[config.mk]
export PLATFORM = sky130hd
export DESIGN_NAME = bladsc_cell_ram
export DESIGN_NICKNAME = d
export VERILOG_FILES = /design/src/hw/rtl/bladsc_cell_ram.sv
export SDC_FILE = /design/constraint.sdc
export NUM_CORES = 1
export LEC_CHECK = 0
export BUFFER_PORTS_ARGS = -buffer_cell sky130_fd_sc_hd__buf_2
export CORE_UTILIZATION = 55
export CTS_CLUSTER_SIZE = 30
export DETAILED_ROUTE_END_ITERATION = 8
export PLACE_DENSITY = 0.71
export SLEW_MARGIN = 15
export SYNTH_ARGS = -nofsm -noshare
export SYNTH_HDL_FRONTEND = slang
export SYNTH_SLANG_ARGS = --single-unit
export TNS_END_PERCENT = 10
[constraint.sdc]
create_clock -name aclk -period 3.4 [get_ports aclk]
set_clock_uncertainty 0.2 [all_clocks]
set_input_delay 0.51 -clock aclk [delete_from_list [all_inputs] [get_ports aclk]]
set_output_delay 0.51 -clock aclk [all_outputs]
set_load 0.05 [all_outputs]
[src/hw/rtl/bladsc_cell_ram.sv]
`timescale 1ns / 1ps
`default_nettype none
// ----------------------------------------------------------------------------
// bladsc_cell_ram
// Single-port-write, single-port-read synchronous RAM with registered read
// data.
// ----------------------------------------------------------------------------
module bladsc_cell_ram #(
    parameter int WIDTH = 8,
    parameter int DEPTH = 16,
    parameter int ADDR_W = (DEPTH > 1) ? $clog2(DEPTH) : 1
) (
    input  wire logic              aclk,
    input  wire logic              wr_en,
    input  wire logic [ADDR_W-1:0] wr_addr,
    input  wire logic [WIDTH-1:0]  wr_data,
    input  wire logic              rd_en,
    input  wire logic [ADDR_W-1:0] rd_addr,
    output logic      [WIDTH-1:0]  rd_data
);

    logic [WIDTH-1:0] mem [DEPTH];

    always_ff @(posedge aclk) begin
        if (wr_en) begin
            mem[wr_addr] <= wr_data;
        end
    end

    always_ff @(posedge aclk) begin
        if (rd_en) begin
            rd_data <= mem[rd_addr];
        end
    end

endmodule
`default_nettype wire

# [Yosys cells after proc, flatten, opt, wreduce, memory -nomap -nowiden]
# Memory sizes are Yosys's and may differ from the RTL's. A register that Yosys moved wholly into a read port is not among the register bits.
# Index checks and enable logic that the tools add are counted.
# W data, S select, Z words.
[classes] mux=2
[ops] cell="$mux W1" count=2
[totals] reg_bits=0 ramBits=128 in_bits=19 output_inout_bits=8 elab_cells=3 memories=1
[mem_list] memory="mem" words=16 width=8 rd=1 rd_ports_with_merged_regs=1 wr=1 line_no="22" rtl="logic [WIDTH-1:0] mem [DEPTH];"

# [Longest topological paths before layout]
[depth] depth_word=2 mapped_depth=5

# [Worst setup path after synthesis]
# No wires, ideal clock.
[synth_path] path_type="input -> register" from="input port wr_addr[2]" to="memory mem[0][0], enable pin" arrival_ns=1.620 required_time_ns=2.817 slack_ns=1.197 path_stages=2 n_path_buf=0 cell_sequence="or3b_2 > nor3_1"
[synth_rtl] item="from (decl)" line_no="15" rtl="input wire logic [ADDR_W-1:0] wr_addr,"
[synth_rtl] item="to (decl)" line_no="22"
# Straight into the memory's write port.

==> out/metrics.yaml <==
status: "complete, no violations"
min_period_ps: 2130
ctsResizeCount: 0
ant_nets: 0
n_antenna_cell: 0
drt_iter0_markers: 260
hold_violations: 0
worstPathArrival_ps: 2190
yosysSeqAreaShare_pct: 78.1
cts_hold_buf: 0
numPortBuffers: 26
p_leak_uw: 0.00205
max_freq_mhz: 470
switching_share_pct: 19.6
path_max_fanout: 17
hold_depth: 1
min_path_type: "input pin to register"
grtUsageTotal_pct: 21.6
numCtsBuffers: 17
grt_max_degree: 33
ys_types: 18
criticalPathCategory: "input pin to register"
ir_drop_mv: 0.375
vias_per_cell: 5.96
slew_headroom_pct: 37.6
placementRows: 35
fin_ws_ps: 1270
combPwrFrac_pct: 4.7
wl_per_cell_um: 23.0
avgSynthCellArea_sq_um: 22.8
vias: 2467
dp.cells: 383
instances_no_fill: 414
fp.dieH_um: 99.5
internal-power_uw: 3210
fin_util_pct: 66.3
die_x_um: 99.5
rrSetupSlack_ps: 1660
core_region_area_sq_um: 9240
worst_ep_required_time_ps: 3460
h-tree-depth: 4
fin_nets: 292
overflow: 0
setup_viol: 0
power.clock.fraction_pct: 47.7
dieArea_sq_um: 9900
start_kind: "input pin"
syn_area_sq_um: 5230
cap_violations: 0
r2r-start: "mem[1][5]"
route.detailed.drc: 0
cts_setup_buffers: 0
clk_pin_slew_worst_paths_ps: 60
yosysWarnings: 0
dr.pass1.iters: 4
r2r-end: "rd_data[5]"
cts_root_buffer: "clkbuf_8"
pre_cts_ws_ps: 745
routed_wl_um: 9530
grt_pass1_wl_um: 14500
fin_hold_ws_ps: 159
critPathCaptureType: "register"
layout_commonest_cell: "edfxtp_1"
p_seq_share_pct: 47.6
synth_nets: 248
syn-instance-count: 229
drive_above_1_share_pct: 28.8
synth_seq_cells: 136
setup_tns_ps: 0
min_to: "rd_data[4]"
worst_slew_pin_slew_ps: 933
dpl.hpwl_um: 5750
power_switching_uw: 782
rsz0062_at_grt: "false"
layout_common_cells: "edfxtp_1 (136), buf_2 (26), mux4_2 (18)"
clockBufferDepth: 2
reg2reg_depth: 3
fin_crit_sh_pct: 62.5
maxSlewViolCount: 0
antenna_found_initial: 0
gp_congestion: 0.767
power_density_nw_per_um2: 653
cts_num_sinks: 136
worstSkewPairLatency_ps: 510
start_util_pct: 56.6
area_delta_synth_final_pct: 17.1
min_from: "rd_en"
cts_tree: "built"
grt_pass1_vias: 2458
ios: 27
[stage by stage]
step	cell area, sq um	power, uW
6_report	6120	4000
5_1_grt	6120	4100
4_1_cts	6120	4020
3_5_place_dp	5500	2120
3_3_place_gp	5500	2120
2_1_floorplan	5230	2060
[registers in the layout, summed over array words and instances (netlist names)]
signal,flops
rd_data,8
mem,128
[synth_stat cells]
library cell	number	area [sq um]
buf_2	3	15.0
edfxtp_1	136	4080
mux4_1	14	368
clkdlybuf4s25_2	3	30.0
buf_6	3	33.8
nor2b_1	1	6.26
nor2_1	13	48.8
or3b_2	1	8.76
nand2b_1	2	12.5
nand2_1	9	33.8
nor3_1	4	20.0
a22oi_1	16	120
and2_1	1	6.26
and2b_1	1	7.51
nand3_1	1	5.00
nand3b_1	2	15.0
buf_4	1	7.51
mux4_2	18	405
[layer usage]
layer	global-route usage (%)	routed length [um]	vias to the layer above
met1	30.6	4160	1282
met2	32.9	4770	104
met3	5.48	532	9
met5	0	0	-
met4	8.37	72	0
li1	-	-	1072
[worst max-delay path by stage]
| stage | start | end | slack, ps |
|---|---|---|---|
| detailed placement | rd_addr[0] | rd_data[1] | 740 |
| CTS | rd_addr[0] | rd_data[1] | 1290 |
| finish | rd_addr[0] | rd_data[1] | 1270 |
| floorplan | wr_addr[2] | mem[0][0] | 1200 |
| global route | rd_addr[0] | rd_data[1] | 1230 |
| global placement | rd_addr[0] | rd_data[7] | 830 |
[power by group through the flow]
stage / Clock, uW / Sequential (uW) / Combinational, uW
2_1_floorplan: 0 / 1960 / 95.3
3_3_place_gp: 0 / 1930 / 185
4_1_cts: 1930 / 1900 / 191
6_report: 1910 / 1900 / 189
3_5_place_dp: 0 / 1930 / 190
5_1_grt: 2000 / 1900 / 203
[kinds of logic (layout without fill, tap and decap cells)]
group                  count (synthesis)  in the layout  synth area share [%]
DFF                                  136            136                  78.1
and+or+nand+nor                       35             35                  3.14
muxes                                 32             32                  14.8
AOI/OAI and AO/OA                     16             16                  2.30
buffers and inverters                 10             66                  1.65
[worst max-delay path, stage by stage]
cell and delay [ps]:
buf_2 420, buf_4 320, mux4_1 590, a22oi_1 260, nand2_1 80
[cell type report]
cell class,count,area [sq um]
clock buffer,18,418
clock inverter,13,204
fill,576,3120
multi-input combinational,83,1060
sequential,136,4080
tap,129,161
timing repair buffer,35,198
(Power assumes the default switching activity.)
