**src/hw/rtl/bladsc_pkg.sv**
```systemverilog
`timescale 1ns / 1ps
`default_nettype none
// ----------------------------------------------------------------------------
// bladsc_pkg
// Shared constants, types and helper functions of the block luma ASCII
// downsampler.
// ----------------------------------------------------------------------------
package bladsc_pkg;

    localparam int CELL_WIDTH   = 8;
    localparam int CELL_HEIGHT  = 16;
    localparam int GRID_COLUMNS = 80;
    localparam int GRID_ROWS    = 25;
    localparam int RAMP_LENGTH  = 10;
    localparam int TABLE_LEN    = 10;

    localparam int LUMA_R    = 299;
    localparam int LUMA_G    = 587;
    localparam int LUMA_B    = 114;
    localparam int PIXEL_MAX = 'hFF;
    localparam int NORM_DIV  = 1000;

    localparam int SIZE_W   = 12;
    localparam int SIZE_MAX = 2048;
    localparam int POS_W    = 11;
    localparam int RGB_W    = 24;
    localparam int GLYPH_W  = 7;
    localparam int COLUMN_W = 7;
    localparam int ROW_W    = 5;
    localparam int CFG_IDX_W = 2;

    localparam int LUMA_W = 18;
    localparam int SUM_W  = 34;
    localparam int CNT_W  = 16;
    localparam int DIV_W  = CNT_W + 10;
    localparam int NORM_W = 8;
    localparam int STEP_W = $clog2(NORM_W);

    localparam int COL_IDX_W   = (GRID_COLUMNS > 1) ? $clog2(GRID_COLUMNS) : 1;
    localparam int ROW_IDX_W   = (GRID_ROWS > 1) ? $clog2(GRID_ROWS) : 1;
    localparam int RAMP_IDX_W  = $clog2(RAMP_LENGTH);
    localparam int TABLE_IDX_W = $clog2(TABLE_LEN);

    localparam logic [CFG_IDX_W-1:0] CFG_FRAME_WIDTH  = CFG_IDX_W'(0);
    localparam logic [CFG_IDX_W-1:0] CFG_FRAME_HEIGHT = CFG_IDX_W'(1);

    localparam logic [GLYPH_W-1:0] GLYPH_TABLE [TABLE_LEN] = '{
        7'h20, 7'h2E, 7'h3A, 7'h2D, 7'h3D, 7'h2B, 7'h2A, 7'h23, 7'h25, 7'h40
    };

    typedef enum logic [1:0] {
        ST_IDLE,
        ST_ACC,
        ST_DIV,
        ST_EMIT
    } bladsc_state_t;

    typedef struct packed {
        logic [SUM_W-1:0] sum;
        logic [CNT_W-1:0] count;
    } cell_acc_t;

    typedef struct packed {
        logic                 start;
        logic [SUM_W-1:0]     dividend;
        logic [DIV_W-1:0]     divisor;
    } div_req_t;

    typedef struct packed {
        logic              done;
        logic [NORM_W-1:0] quotient;
    } div_rsp_t;

    function automatic logic [SIZE_W-1:0] effective_size(input logic [SIZE_W-1:0] size);
        logic [SIZE_W-1:0] result;
        if (size == '0) begin
            result = SIZE_W'(1);
        end else if (size > SIZE_W'(SIZE_MAX)) begin
            result = SIZE_W'(SIZE_MAX);
        end else begin
            result = size;
        end
        return result;
    endfunction

    function automatic logic [GLYPH_W-1:0] glyph_of(input logic [NORM_W-1:0] norm);
        logic [RAMP_IDX_W-1:0] idx;
        idx = '0;
        for (int k = 1; k < RAMP_LENGTH; k++) begin
            if (int'(norm) * (RAMP_LENGTH - 1) >= PIXEL_MAX * k) begin
                idx = idx + RAMP_IDX_W'(1);
            end
        end
        if (int'(idx) > TABLE_LEN - 1) begin
            idx = RAMP_IDX_W'(TABLE_LEN - 1);
        end
        return GLYPH_TABLE[TABLE_IDX_W'(idx)];
    endfunction

endpackage
`default_nettype wire

```
**src/hw/rtl/bladsc_divider.sv**
```systemverilog
`timescale 1ns / 1ps
`default_nettype none
// ----------------------------------------------------------------------------
// bladsc_divider
// Restoring divider that produces one quotient bit per cycle for quotients
// known to fit in NORM_W bits.
// ----------------------------------------------------------------------------
module bladsc_divider
    import bladsc_pkg::*;
(
    input  wire logic     aclk,
    input  wire logic     aresetn,
    input  wire div_req_t req,
    output div_rsp_t      rsp
);

    logic [SUM_W-1:0]  rem_reg;
    logic [SUM_W-1:0]  dsh_reg;
    logic [NORM_W-1:0] q_reg;
    logic [STEP_W-1:0] step_reg;
    logic              busy_reg;
    logic              done_reg;
    logic              fits;

    assign fits = rem_reg >= dsh_reg;

    always_ff @(posedge aclk) begin
        if (!aresetn) begin
            busy_reg <= 1'b0;
            done_reg <= 1'b0;
            step_reg <= '0;
        end else begin
            done_reg <= 1'b0;
            if (req.start) begin
                busy_reg <= 1'b1;
                step_reg <= '0;
            end else if (busy_reg) begin
                step_reg <= step_reg + STEP_W'(1);
                if (step_reg == STEP_W'(NORM_W - 1)) begin
                    busy_reg <= 1'b0;
                    done_reg <= 1'b1;
                end
            end
        end
    end

    always_ff @(posedge aclk) begin
        if (req.start) begin
            rem_reg <= req.dividend;
            dsh_reg <= SUM_W'(req.divisor) << (NORM_W - 1);
            q_reg   <= '0;
        end else if (busy_reg) begin
            if (fits) begin
                rem_reg <= rem_reg - dsh_reg;
            end
            q_reg   <= {q_reg[NORM_W-2:0], fits};
            dsh_reg <= dsh_reg >> 1;
        end
    end

    assign rsp.done     = done_reg;
    assign rsp.quotient = q_reg;

endmodule
`default_nettype wire

```
**config.mk**
```make
export PLATFORM = sky130hd
export DESIGN_NAME = bladsc_divider
export DESIGN_NICKNAME = d
export VERILOG_FILES = /design/src/hw/rtl/bladsc_pkg.sv /design/src/hw/rtl/bladsc_divider.sv
export SDC_FILE = /design/constraint.sdc
export NUM_CORES = 1
export LEC_CHECK = 0
export ABC_AREA = 0
export BUFFER_PORTS_ARGS = -buffer_cell sky130_fd_sc_hd__clkbuf_2
export CAP_MARGIN = 5
export CORE_ASPECT_RATIO = 0.9
export CORE_MARGIN = 2
export CORE_UTILIZATION = 30
export CTS_BUF_LIST = sky130_fd_sc_hd__clkbuf_4 sky130_fd_sc_hd__clkbuf_8 sky130_fd_sc_hd__clkbuf_16
export DETAILED_ROUTE_END_ITERATION = 6
export REMOVE_ABC_BUFFERS = 1
export SETUP_SLACK_MARGIN = 0.15
export SYNTH_ARGS = -nofsm -noshare
export SYNTH_HDL_FRONTEND = slang
export SYNTH_SLANG_ARGS = --single-unit
```
**constraint.sdc**
```tcl
create_clock -name aclk -period 10.75 [get_ports aclk]
set_input_delay 1.6125 -clock aclk [delete_from_list [all_inputs] [get_ports aclk]]
set_output_delay 1.6125 -clock aclk [all_outputs]
set_load 0.05 [all_outputs]
```
# Word-level counts from Yosys, hierarchy flattened
# Cells that the tools add are included.
# totals
reg_bits	80
output_inout_bits	9
# op_classes
n_addsub	2
n_lt_le_gt_ge	1
eq_ne	1
mux	9
bitwise	2
n_reduce_logical	5
# op_table
operator	count
$mux W34	3
$mux W33	2
$ge A34 B33 Y1	1
$sub A34 B33 Y34	1
$mux W1	4
$reduce_bool A2 Y1	2
$add A3 B1 Y3 const B	1
$eq A3 B3 Y1 const B	1
$reduce_or A3 Y1	1
$not A1 Y1	2
$reduce_and A2 Y1	1
$reduce_or A2 Y1	1

# Longest topological paths before layout
# Gate-level depths: netlist of run 1.
# depth
word_depth	4
depth_mapped	11
ltp_nobuf	11

# Worst setup path before layout of run 1
# No wires, ideal clock.
# synth_path
path_kind	input -> register
from	input port req[60] in the netlist's numbering
to	register rem_reg[0], enable pin
setup_ps	445
t_arrival_ps	4240
t_required_ps	10305
setup_slack_ps	6064
cell_stages	4
path_buffers	2
path_cell_list	buf_1 clkinv_1 clkbuf_1 a41oi_1
# synth_via
elab_chain_len	2
elab_cells_between_ends	3
classes_between	reduce/logical (3)
# synth_rtl
item	line	text
from (decl)	bladsc_divider.sv:13	input wire div_req_t req,
$reduce_bool A2 Y1 (no line)	--	
$reduce_and A2 Y1 (no line) (*)	--	
to (signal assigned)	bladsc_divider.sv:49	rem_reg <= req.dividend;
to (signal assigned)	bladsc_divider.sv:54	rem_reg <= rem_reg - dsh_reg;
to (decl)	bladsc_divider.sv:17	logic [SUM_W-1:0] rem_reg;
# Mark *: on every way between the ends. The rest lies on a longest branch, timed or not.
# A chain may end at the register's enable or synchronous reset.

# Final worst setup path of run 1
# layout_path
from	input port req[60] in the netlist's numbering
to	register rem_reg[15], enable pin
# Same word-level chain as after synthesis.

==> results of run 1 <==
==> synthesized netlist by cell type, types with 13 or more instances <==
cell      instances  area share (%)
mux2i_1          16             3.0
nand2_1         106             7.4
xnor2_1          13             2.1
edfxtp_1         60              33
o21ai_0          56             5.2
inv_1            44             3.1
clkbuf_1         18             1.3
ha_1             35             8.1
a21oi_1          29             2.7
nor2_1           40             2.8
dfxtp_1          20             7.4
a21o_1           16             2.2
==> final cells by class <==
class	count	area (um2)
timing repair buffer	75	388
clock inverter	4	27.5
inverter	45	169
multi-input combinational	451	2870
clock buffer	12	300
tap	240	300
fill	1882	11400
sequential	80	2200
==> layout by cell type, fill, tap and decap left out, types with 3 or more instances in the layout <==
master | netlist | final
xnor2_1 | 13 | 13
mux2i_1 | 16 | 16
a21oi_1 | 29 | 29
a211oi_1 | 7 | 7
and2_1 | 6 | 6
or3_1 | 3 | 3
nor2_1 | 40 | 40
o21ai_0 | 56 | 56
a21o_2 | 3 | 3
nor2b_1 | 8 | 8
nand2_1 | 106 | 106
edfxtp_1 | 60 | 60
inv_1 | 44 | 44
nor3_1 | 11 | 11
clkbuf_2 | 1 | 70
nand3_1 | 10 | 10
xor2_1 | 7 | 7
o21a_1 | 3 | 3
nand4_1 | 7 | 7
o31ai_1 | 6 | 6
o21ai_1 | 11 | 11
a21o_1 | 16 | 16
a2111oi_2 | 3 | 3
a31oi_1 | 6 | 6
dfxtp_1 | 20 | 19
nand2b_1 | 5 | 5
ha_1 | 35 | 35
clkbuf_16 | 0 | 12
buf_4 | 2 | 5
==> cells by family (layout without fill, tap and decap cells) <==
kind of cell	count (synthesis)	count (layout)	synth area share, %
flip-flops	80	80	40.9
AND/OR/NAND/NOR	211	211	17.9
adder cells (fa/ha/maj)	36	36	8.50
XOR/XNOR	20	20	3.25
AO/OA/AOI/OAI	168	168	20.3
multiplexers	16	16	2.97
buffers and inverters	74	136	6.25
==> path summary, 6_finish.rpt <==
check	startpoint	endpoint	slack, ns
min reg2reg	step_reg[2]	step_reg[2]	0.51
max reg2reg	rem_reg[0]	rem_reg[15]	6.98
max	req[60]	rem_reg[15]	6.93
min	step_reg[2]	step_reg[2]	0.51
==> report_power, final <==
| group | switching [uW] | total, uW | internal (uW) |
|---|---|---|---|
| Sequential | 20.2 | 428 | 408 |
| Clock | 132 | 331 | 199 |
| Combinational | 369 | 612 | 243 |
==> tightest hold or removal path, cell delays in order (launching register included) <==
cell,delay (ns)
dfxtp_1,0.33
mux2i_1,0.07
nor2_1,0.07
==> through the flow <==
| stage | total power, uW | utilization [%] | setup WS (ns) | instances |
|---|---|---|---|---|
| floorplan | 896 | - | 6.20 | 576 |
| global placement | 1040 | 33.7 | 6.58 | 891 |
| detailed placement | 1040 | 33.7 | 6.54 | 891 |
| CTS | 1380 | 35.5 | 6.89 | 907 |
| global route | 1480 | 35.5 | 6.65 | 907 |
| finish | 1370 | 35.5 | 6.93 | 907 |
==> layer usage <==
layer | part of all wire (%) | vias to the layer above
li1 | - | 2270
met1 | 52 | 2049
met2 | 43 | 96
met3 | 4.6 | 11
met4 | 1.1 | 0
met5 | 0 | -
==> impl_metrics.py, run 1 <==
metrics = {
    "die": {
        "die_y_um": 131,
        "rows": 46,
        "die-area_um2": 19000,
        "pin_count": 72,
        "initial_core_util_pct": 30.6,
        "die_w_um": 145,
        "coreArea_um2": 17600,
    },
    "grt": {
        "grt-ovfl-total": 0,
        "grt_usage_pct": 14.0,
        "grt_use_met2_pct": 20.7,
        "antenna_found_initial": 0,
        "use_met1_pct": 20.6,
        "grt_pass1_wl_um": 21600,
        "grt.busiest_layer": "met2",
        "met3_usage_pct": 3.23,
        "grt_max_degree": 71,
        "grt_pass1_vias": 4195,
    },
    "outcome": {
        "status": "completed",
    },
    "logic_synthesis": {
        "synth_cell_types": 64,
        "syn_area_um2": 5390,
        "ys_seq_area_share_pct": 40.9,
        "ys.flop_type": "edfxtp_1",
        "synth_edf_count": 60,
        "ys_ff_latch": 80,
        "async_flop_share_pct": 0,
        "avgSynthCellArea_um2": 8.91,
        "syn-instance-count": 605,
        "yosys_warnings": 0,
    },
    "layout": {
        "drive_gt1_share_pct": 16.6,
        "largest_reg_flops": 34,
        "antennaDiodeCount": 0,
        "area_growth_pct": 16.1,
        "final_area_um2": 6260,
        "nNetsFinal": 761,
    },
    "clock_tree": {
        "cts_made_buffers": 9,
        "cts_post_setup_buffers_inserted": 0,
        "clock-root-buffer": "clkbuf_16",
        "ctsResizeCount": 0,
        "clk_latency_ns": 0.34,
        "cts_tree": "built",
        "htreeDepth": 3,
        "cts.hold.buffers_added": 0,
        "clockBufferDepth": 2,
        "clk_pin_slew_worst_paths_ns": 0.06,
        "clock_sinks": 80,
    },
    "timing": {
        "fin_worst_skew_ns": 0.00741,
        "fin_crit_sh_pct": 35.5,
        "max_freq_ghz": 0.262,
        "hold_viol_final": 0,
        "tns_ns": 0,
        "relSlewSlack_pct": 54.0,
        "final_max_slew_viol_count": 0,
        "hold_ws_ns": 0.506,
        "tightest_slew_ns": 0.689,
        "period_needed_ns": 3.82,
        "grt_setup_unrepaired": "no",
        "setup_viol": 0,
    },
    "drt": {
        "num_vias": 4426,
        "route.detailed.drc": 0,
        "dr.first_iter.drc_count": 258,
        "drt_wl_total_um": 12900,
        "wl_per_cell_um": 14.2,
        "drtPass1Iterations": 5,
        "viasPerCell": 4.88,
        "antenna_left": 0,
    },
    "placement": {
        "dpl_cell_area_um2": 5930,
        "gp_congestion": 0.820,
        "dpl.hpwl_um": 9510,
        "port_buffers": 71,
    },
    "setup_path": {
        "cp_top_family": "buffers and inverters",
        "critPathMaxFanout": 70,
        "worst-endpoint-arrival_ns": 3.82,
        "crit_required_ns": 10.75,
        "crit_chain": "buf_4, clkinv_1, a41oi_4, buf_4",
        "path_common_cell": "buf_4",
        "cpMaxStageDelayCell": "clkinv_1",
        "critPathLaunchType": "primary input",
        "reg2regPathDepth": 12,
        "cp_num_buf_inv": 3,
        "max_stage_delay_ns": 0.68,
        "criticalPathCategory": "primary input to flip-flop",
        "end_kind": "flip-flop",
        "crit_cells": 4,
    },
    "power_and_ir_drop": {
        "powerDensity_nw_per_um2": 219,
        "ir_drop_mv": 0.107,
        "leakagePower_uw": 0.00262,
    },
    "hold_path": {
        "hp-class": "flip-flop to flip-flop",
        "whs_path_depth": 2,
    },
    "run": {
        "maxCapViolCount": 0,
    },
}
(Power assumes the default switching activity.)
==> run 2: changes to the inputs <==
clock period = 3.3 ns   (was 10.75 ns; I/O delays follow)
==> impl_metrics.py, run 2 (synthesis gave the netlist of run 1 again) <==
metrics = {
    "drt": {
        "num_vias": 4480,
        "drtPass1Iterations": 6,
        "dr.first_iter.drc_count": 339,
        "met2_length_um": 5820,
        "antenna_left": 0,
        "dr_wl_met3_um": 802,
        "highest-signal-layer": "met4",
        "drt_wl_total_um": 13600,
        "m1WireLength_um": 6880,
        "viasPerCell": 4.89,
        "route.detailed.drc": 0,
        "wl_per_cell_um": 14.9,
    },
    "placement": {
        "dpl_worst_slack_ns": 0.215,
        "gp_congestion": 0.825,
        "port_buffers": 71,
        "dpl.hpwl_um": 9820,
        "dpl_cell_area_um2": 5980,
    },
    "clock_tree": {
        "cts_tree": "built",
        "cts.hold.buffers_added": 0,
        "clock-root-buffer": "clkbuf_16",
        "clockBufferDepth": 2,
        "clk_pin_slew_worst_paths_ns": 0.07,
        "clock_sinks": 80,
        "cts_made_buffers": 9,
        "clk_latency_ns": 0.35,
        "htreeDepth": 3,
    },
    "die": {
        "coreArea_um2": 17600,
        "rows": 46,
        "die_w_um": 145,
        "pin_count": 72,
        "initial_core_util_pct": 30.6,
        "die-area_um2": 19000,
        "die_y_um": 131,
    },
    "power_and_ir_drop": {
        "p_clk_share_pct": 22.5,
        "leakagePower_uw": 0.00268,
        "seqPwrFrac_pct": 31.1,
        "ir_drop_mv": 0.323,
        "powerDensity_nw_per_um2": 705,
        "power.switching_uw": 1750,
        "combPwrFrac_pct": 46.4,
        "switching_share_pct": 39.0,
        "p_int_uw": 2740,
    },
    "timing": {
        "grt_setup_unrepaired": "no",
        "tightest_slew_ns": 0.717,
        "timing.final.ws_setup_ns": 0.331,
        "fin_worst_skew_ns": 0.00833,
        "final_max_slew_viol_count": 0,
        "max_freq_ghz": 0.337,
        "relSlewSlack_pct": 52.1,
        "setup_viol": 0,
        "fin_crit_sh_pct": 90.0,
        "hold_viol_final": 0,
        "period_needed_ns": 2.97,
    },
    "setup_path": {
        "cp_top_family": "compound AO/OA/AOI/OAI gates",
        "cp_num_buf_inv": 3,
        "worstSetupStartpoint": "rem_reg[0]",
        "end_kind": "flip-flop",
        "max_stage_delay_ns": 0.40,
        "crit_required_ns": 3.36,
        "criticalPathCategory": "flip-flop to flip-flop",
        "critPathMaxFanout": 11,
        "worst-endpoint-arrival_ns": 3.03,
        "r2r-start": "rem_reg[0]",
        "cpMaxStageDelayCell": "or3_4",
        "crit_chain": "inv_1, ha_1, fa_2, nor2b_2, o2111ai_2, a21oi_2, nor3_4, o21ai_2, a211oi_1, or3_4, a41oi_4, buf_6, buf_8",
        "critPathLaunchType": "flip-flop",
    },
    "grt": {
        "grt_pass1_vias": 4259,
        "grt_max_degree": 54,
        "grt_pass1_wl_um": 21900,
        "antenna_found_initial": 0,
        "grt-ovfl-total": 0,
        "grt_usage_pct": 14.2,
    },
    "run": {
        "maxCapViolCount": 0,
    },
    "layout": {
        "area_growth_pct": 18.3,
        "antennaDiodeCount": 0,
        "layout_common_cells": "nand2_1 (106), clkbuf_2 (70), edfxtp_1 (60)",
        "nNetsFinal": 771,
        "num-fill-cells": 1878,
        "largest_reg_flops": 34,
        "final_area_um2": 6380,
        "layout_commonest_cell": "nand2_1",
        "drive_gt1_share_pct": 18.5,
    },
    "outcome": {
        "status": "completed",
    },
    "hold_path": {
        "worstHoldStart": "aresetn",
        "hp-class": "primary input to flip-flop",
    },
}
## run 2: cell count changes in the layout (fill, tap and decap cells not counted), sizes merged
cell	before	now
inv	45	49
buf	5	14
clkinv	4	2
clkbuf	82	81
## run 2: per-stage QoR
| step | hold WS (ns) | utilization, % | setup TNS (ns) | std cells | total power [uW] |
|---|---|---|---|---|---|
| 2_1_floorplan | 0.465 | - | -42.34 | 576 | 2920 |
| 3_3_place_gp | 0.480 | 33.9 | 0 | 896 | 3420 |
| 3_5_place_dp | 0.483 | 33.9 | 0 | 896 | 3420 |
| 4_1_cts | 0.381 | 35.6 | 0 | 912 | 4470 |
| 5_1_grt | 0.411 | 36.2 | 0 | 917 | 4820 |
| 6_report | 0.406 | 36.2 | 0 | 917 | 4490 |
## run 2: metal layers
layer / track usage (%) / up-vias
met5: 0 / -
met1: 21.0 / 2054
met3: 3.06 / 13
li1: - / 2300
met2: 21.1 / 113
met4: 3.65 / 0
## run 2: final cells by class
| type | count | area (um2) | share of cell area, % |
|---|---|---|---|
| multi-input combinational | 451 | 2880 | 45.2 |
| sequential | 80 | 2200 | 34.6 |
| timing repair buffer | 85 | 524 | 8.22 |
| tap | 240 | 300 | 4.71 |
| clock buffer | 10 | 250 | 3.92 |
| inverter | 45 | 169 | 2.65 |
| clock inverter | 6 | 45.0 | 0.706 |
## run 2: power by group through the flow
stage	Sequential [uW]	Combinational (uW)	Clock (uW)
global placement	1410	2010	0
CTS	1400	2020	1040
finish	1400	2090	1010
global route	1420	2340	1070
floorplan	1420	1500	0
detailed placement	1420	2000	0
## run 2: repair_timing
item	4_1_cts	5_1_grt
setup buffers	0	3
endpoints found under the setup margin	0	34
hold endpoints to repair	0	0
gates resized for setup	0	14
## run 2: final timing paths
kind	to	slack, ns	cells past startpoint
max reg2reg	rem_reg[6]	0.33	13
min reg2reg	q_reg[7]	0.50	2
min	busy_reg	0.41	2
max	rem_reg[6]	0.33	13
